--- config.mk ---
export PLATFORM = sky130hd
export DESIGN_NAME = csrbi_front
export DESIGN_NICKNAME = d
export VERILOG_FILES = /design/src/rtl/core/csrbi_pkg.sv /design/src/rtl/core/csrbi_front.sv
export SDC_FILE = /design/constraint.sdc
export NUM_CORES = 1
export LEC_CHECK = 0
export BUFFER_PORTS_ARGS = -buffer_cell sky130_fd_sc_hd__buf_2
export CORE_MARGIN = 10
export CORE_UTILIZATION = 34
export CTS_CLUSTER_SIZE = 10
export DETAILED_ROUTE_END_ITERATION = 16
export SLEW_MARGIN = 10
export SYNTH_ARGS = -nofsm -noshare
export SYNTH_HDL_FRONTEND = slang
export SYNTH_SLANG_ARGS = --single-unit
--- constraint.sdc ---
create_clock -name clock -period 3.19 [get_ports clock]
set_input_delay 0.4785 -clock clock [delete_from_list [all_inputs] [get_ports clock]]
set_output_delay 0.4785 -clock clock [all_outputs]
set_load 0.01 [all_outputs]
--- src/rtl/core/csrbi_pkg.sv ---
`timescale 1ns / 1ps
// shared constants, command and rounding types for the boundary interpolation matvec core
// no dependencies

package csrbi_pkg;

   localparam int NODES    = 1024;
   localparam int COEFS    = 4096;
   localparam int MAX_ROW  = 16;

   localparam int NODE_W   = $clog2(NODES);
   localparam int COEF_AW  = $clog2(COEFS);
   localparam int CNT_W    = $clog2(COEFS + 1);
   localparam int ROW_W    = $clog2(NODES + 1);
   localparam int RS_DEPTH = NODES + 1;
   localparam int LEN_W    = $clog2(MAX_ROW + 1);
   localparam int VAL_W    = 32;
   localparam int PROD_W   = 2 * VAL_W;
   localparam int ACC_W    = PROD_W + LEN_W;
   localparam int FRAC_W   = 30;
   localparam int RND_W    = ACC_W - FRAC_W;
   localparam int COEF_DW  = NODE_W + VAL_W;

   localparam logic [1:0] ST_OK     = 2'd0;
   localparam logic [1:0] ST_EMPTY  = 2'd1;
   localparam logic [1:0] ST_REJECT = 2'd2;
   localparam logic [1:0] ST_SAT    = 2'd3;

   typedef enum logic [2:0] {
      OP_BEGIN     = 3'd0,
      OP_LOAD      = 3'd1,
      OP_FINISH    = 3'd2,
      OP_WRITE_X   = 3'd3,
      OP_FORWARD   = 3'd4,
      OP_TRANSPOSE = 3'd5,
      OP_RESIDUAL  = 3'd6
   } op_type;

   typedef struct packed {
      op_type                    op;
      logic [NODE_W-1:0]         node;
      logic [NODE_W-1:0]         column;
      logic signed [VAL_W-1:0]   weight;
      logic signed [VAL_W-1:0]   value;
   } cmd_type;

   typedef struct packed {
      logic              sat;
      logic [VAL_W-1:0]  value;
   } rnd_type;

   // round half up from the 30-bit fraction, then clip to 32 bits
   function automatic rnd_type round_sat(input logic signed [ACC_W-1:0] acc);
      logic signed [ACC_W-1:0] t;
      logic signed [RND_W-1:0] r;
      logic signed [RND_W-1:0] r_max;
      logic signed [RND_W-1:0] r_min;
      rnd_type res;
      t     = acc + (ACC_W'(1) <<< (FRAC_W - 1));
      r     = $signed(t[ACC_W-1:FRAC_W]);
      r_max = {{(RND_W-VAL_W+1){1'b0}}, {(VAL_W-1){1'b1}}};
      r_min = {{(RND_W-VAL_W+1){1'b1}}, {(VAL_W-1){1'b0}}};
      if (r > r_max) begin
         res.sat   = 1'b1;
         res.value = r_max[VAL_W-1:0];
      end else if (r < r_min) begin
         res.sat   = 1'b1;
         res.value = r_min[VAL_W-1:0];
      end else begin
         res.sat   = 1'b0;
         res.value = r[VAL_W-1:0];
      end
      return res;
   endfunction

endpackage

--- src/rtl/core/csrbi_front.sv ---
`timescale 1ns / 1ps
// front end: accepts request transactions, decodes the mode, queues commands
// depends on csrbi_pkg

module csrbi_front
   import csrbi_pkg::*;
(
   input  logic                    clock,
   input  logic                    reset,
   input  logic                    req_valid,
   output logic                    req_stall,
   input  logic [2:0]              req_mode,
   input  logic [NODE_W-1:0]       req_node,
   input  logic [NODE_W-1:0]       req_column,
   input  logic signed [VAL_W-1:0] req_weight,
   input  logic signed [VAL_W-1:0] req_value_in,
   output cmd_type                 cmd,
   output logic                    cmd_valid,
   input  logic                    cmd_pop
);

   cmd_type    q_ff [2];
   logic       wr_ptr_ff, wr_ptr_in;
   logic       rd_ptr_ff, rd_ptr_in;
   logic [1:0] count_ff, count_in;
   logic       known;
   logic       push;
   cmd_type    dec;

   always_comb begin
      known      = 1'b0;
      dec.op     = OP_BEGIN;
      dec.node   = req_node;
      dec.column = req_column;
      dec.weight = req_weight;
      dec.value  = req_value_in;
      unique case (req_mode)
         OP_BEGIN, OP_LOAD, OP_FINISH, OP_WRITE_X,
         OP_FORWARD, OP_TRANSPOSE, OP_RESIDUAL: begin
            known  = 1'b1;
            dec.op = op_type'(req_mode);
         end
         default: begin
            known = 1'b0;
         end
      endcase
   end

   assign req_stall = (count_ff == 2'd2);
   assign push      = req_valid && !req_stall && known;
   assign cmd_valid = (count_ff != 2'd0);
   assign cmd       = q_ff[rd_ptr_ff];

   always_comb begin
      wr_ptr_in = wr_ptr_ff ^ push;
      rd_ptr_in = rd_ptr_ff ^ cmd_pop;
      count_in  = count_ff + 2'(push) - 2'(cmd_pop);
   end

   always_ff @(posedge clock) begin
      if (reset) begin
         wr_ptr_ff <= 1'b0;
         rd_ptr_ff <= 1'b0;
         count_ff  <= 2'd0;
      end else begin
         wr_ptr_ff <= wr_ptr_in;
         rd_ptr_ff <= rd_ptr_in;
         count_ff  <= count_in;
      end
   end

   always_ff @(posedge clock) begin
      if (push) begin
         q_ff[wr_ptr_ff] <= dec;
      end
   end

endmodule

==> reports/metrics.cfg <==
[setup_path]
worst-endpoint-required_ps=2710
cp_slowest_cell=dfxtp_4
path_buf_inv=2
critPathTopFamily=flip-flops
max_stage_delay_ps=590
worstSetupPathType=reg -> out
critPathLaunchType=flop
critPathArrivalTime_ps=1980
rrSetupSlack_ps=1160
worstSetupEndpointType=primary output
worstPathCellList=buf_4, mux2_2, buf_2
path_max_fanout=25

[global_route]
grt_pass1_wl_mm=21.13
grt_max_degree=45
first_global_vias=3768
antenna_found_initial=0
overflow=0
gr-usage-all-layers=0.1075

[logic_synthesis]
syn_avg_cell_area_um2=22.28
synth_top_area_frac=0.7921
yosysWarnings=0
ys_seq_area_frac=0.8042
synthCells=296
synth.area.top_cells=edfxtp_1 (79%), mux2_2 (11%), mux2_4 (4.6%), dfxtp_1 (1.2%), ha_1 (0.76%)
synth_top_cell_by_area=edfxtp_1
synth_seq_cells=178
syn-num-nets=391
synthesis.area_um2=6596
yosysUniqueCellTypes=17

[clock_tree]
h-tree-depth=4
cts_resized=0
post_cts_buffers=0
cts_hold_buf=0
cts-buffers-inserted=17
clk_latency_ps=420
path_clk_slew_ps=60
cts_buffer_depth=2
cts_tree=done
root_buffer=clkbuf_16
cts.sinks=178

[power]
p_total_w=0.006011
power.leakage_nw=3.165
vdd.ir_drop.worst_v=0.0003815
cellPowerDensity_nw_per_um2=714.3

[sta]
setup_ws_ps=730.3
slew_headroom=0.5874
setup_viol=0
fin_crit_ps=2460
rsz0062_at_grt=no
fin_crit_sh=0.7711
max_freq_mhz=406.6
worstMarginPinSlew_ps=618.9
hold_viol_final=0
slew_viol_final=0
finClkSkew_ps=5.240

[routing]
viasPerCell=4.387
route.detailed.drc=0
first_pass_iters=4
drtIter0Drc=116
drtAntennaViolNets=0
num_vias=3343
wirelength_mm=13.77
wl_per_cell_um=18.07

[place]
dp_slack_ps=945.7
gp_congestion=0.7130
dpl.hpwl_mm=9.547
port-buffer-count=179

[hold_path]
hold_class=in -> reg

[run]
max_cap_violations=0

[status]
status=completed

[die]
core_area_um2=18890
die_w_um=159.3
start_util=0.3491
io_pins=180
rows=50
dieArea_um2=25370
die_height_um=159.3

[cells_and_area]
fillers=1708
nNetsFinal=585
antenna_cells=0
drive_above_1_share=0.6016
area_growth_pct=27.58

layer usage:
layer	GRT usage	wire (um)	vias to the layer above
met5	0	0	-
met4	0.04760	201	0
met3	0.04699	967	13
met2	0.1738	6834	116
met1	0.1209	5766	1651
li1	-	-	1563
worst register-to-register path: cells and delay by family, from the launching register on:
family	cells	cell delay (ps)
flip-flops	1	340
AND/OR/NAND/NOR	2	430
buffers and inverters	1	380
adder cells (fa/ha/maj)	1	560
layout by cell type (no fill, tap or decap):
cell type    n
buf_2      179
edfxtp_1   174
mux2_2      67
mux2_4      20
clkbuf_16   17
inv_6        5
clkinv_1     4
a21boi_0     3
inv_1        3
nor2_1       3
dfxtp_1      3
buf_4        3
buf_12       3
nand3_1      2
ha_1         2
ha_4         2
bufinv_16    2
nand2b_1     1
and3_1       1
or2_2        1
nor2b_1      1
xnor2_1      1
xnor3_1      1
clkinv_4     1
clkbuf_1     1
clkinv_2     1
dfxtp_4      1
registers in the layout, summed over array words and instances, names as in the netlist:
name,count
q_ff,174
count_ff,2
wr_ptr_ff,1
rd_ptr_ff,1
cell usage after synthesis:
| master | count |
|---|---|
| a21boi_0 | 3 |
| and3_1 | 1 |
| buf_2 | 6 |
| buf_6 | 4 |
| dfxtp_1 | 4 |
| edfxtp_1 | 174 |
| ha_1 | 4 |
| inv_1 | 3 |
| mux2_2 | 67 |
| mux2_4 | 20 |
| nand2b_1 | 1 |
| nand3_1 | 2 |
| nor2_1 | 3 |
| nor2b_1 | 1 |
| or2_2 | 1 |
| xnor2_1 | 1 |
| xnor3_1 | 1 |
final timing paths:
kind | cells after the start | endpoint | from
worst max-delay path | 3 | cmd[55] | rd_ptr_ff$_SDFF_PP0_
worst min-delay path | 1 | q_ff[1][82]$_DFFE_PP_ | req_node[8]
worst max register to register | 4 | q_ff[0][14]$_DFFE_PP_ | count_ff[0]$_SDFF_PP0_
worst min register to register | 2 | count_ff[0]$_SDFF_PP0_ | count_ff[0]$_SDFF_PP0_
logic make-up after synthesis:
group	share of synthesized area
buffers and inverters	0.01309
DFF	0.8042
adders and majority gates	0.007588
muxes	0.1599
and+or+nand+nor	0.007021
AOI/OAI and AO/OA	0.003414
xor gates and xnor gates	0.004742
area by class of cell:
type,instances,area [um2],share of cell area
Clock buffer,18,429.2,0.05100
Clock inverter,13,132.6,0.01576
Inverter,3,11.26,0.001338
Multi-Input combinational cell,105,1230,0.1461
Sequential cell,178,5309,0.6308
Tap cell,260,325.3,0.03866
Timing Repair Buffer,185,978.4,0.1163
per-stage QoR:
step                      area (um2)  instances  TNS [ps]  hold WS (ps)    util
after detailed placement        7854        731         0         612.9  0.4157
after floorplan                 6596        296    -13470         532.1       -
after global placement          7854        731         0         582.9  0.4157
final                           8416        762         0         241.8  0.4454
after CTS                       8416        762         0         218.3  0.4454
after global routing            8416        762         0         218.9  0.4454
power breakdown:
group / internal (W) / switching, W
Combinational: 0.000457 / 0.000534
Clock: 0.00115 / 0.000861
Sequential: 0.00293 / 0.0000782
Total: 0.00454 / 0.00147
(Power assumes the default switching activity.)
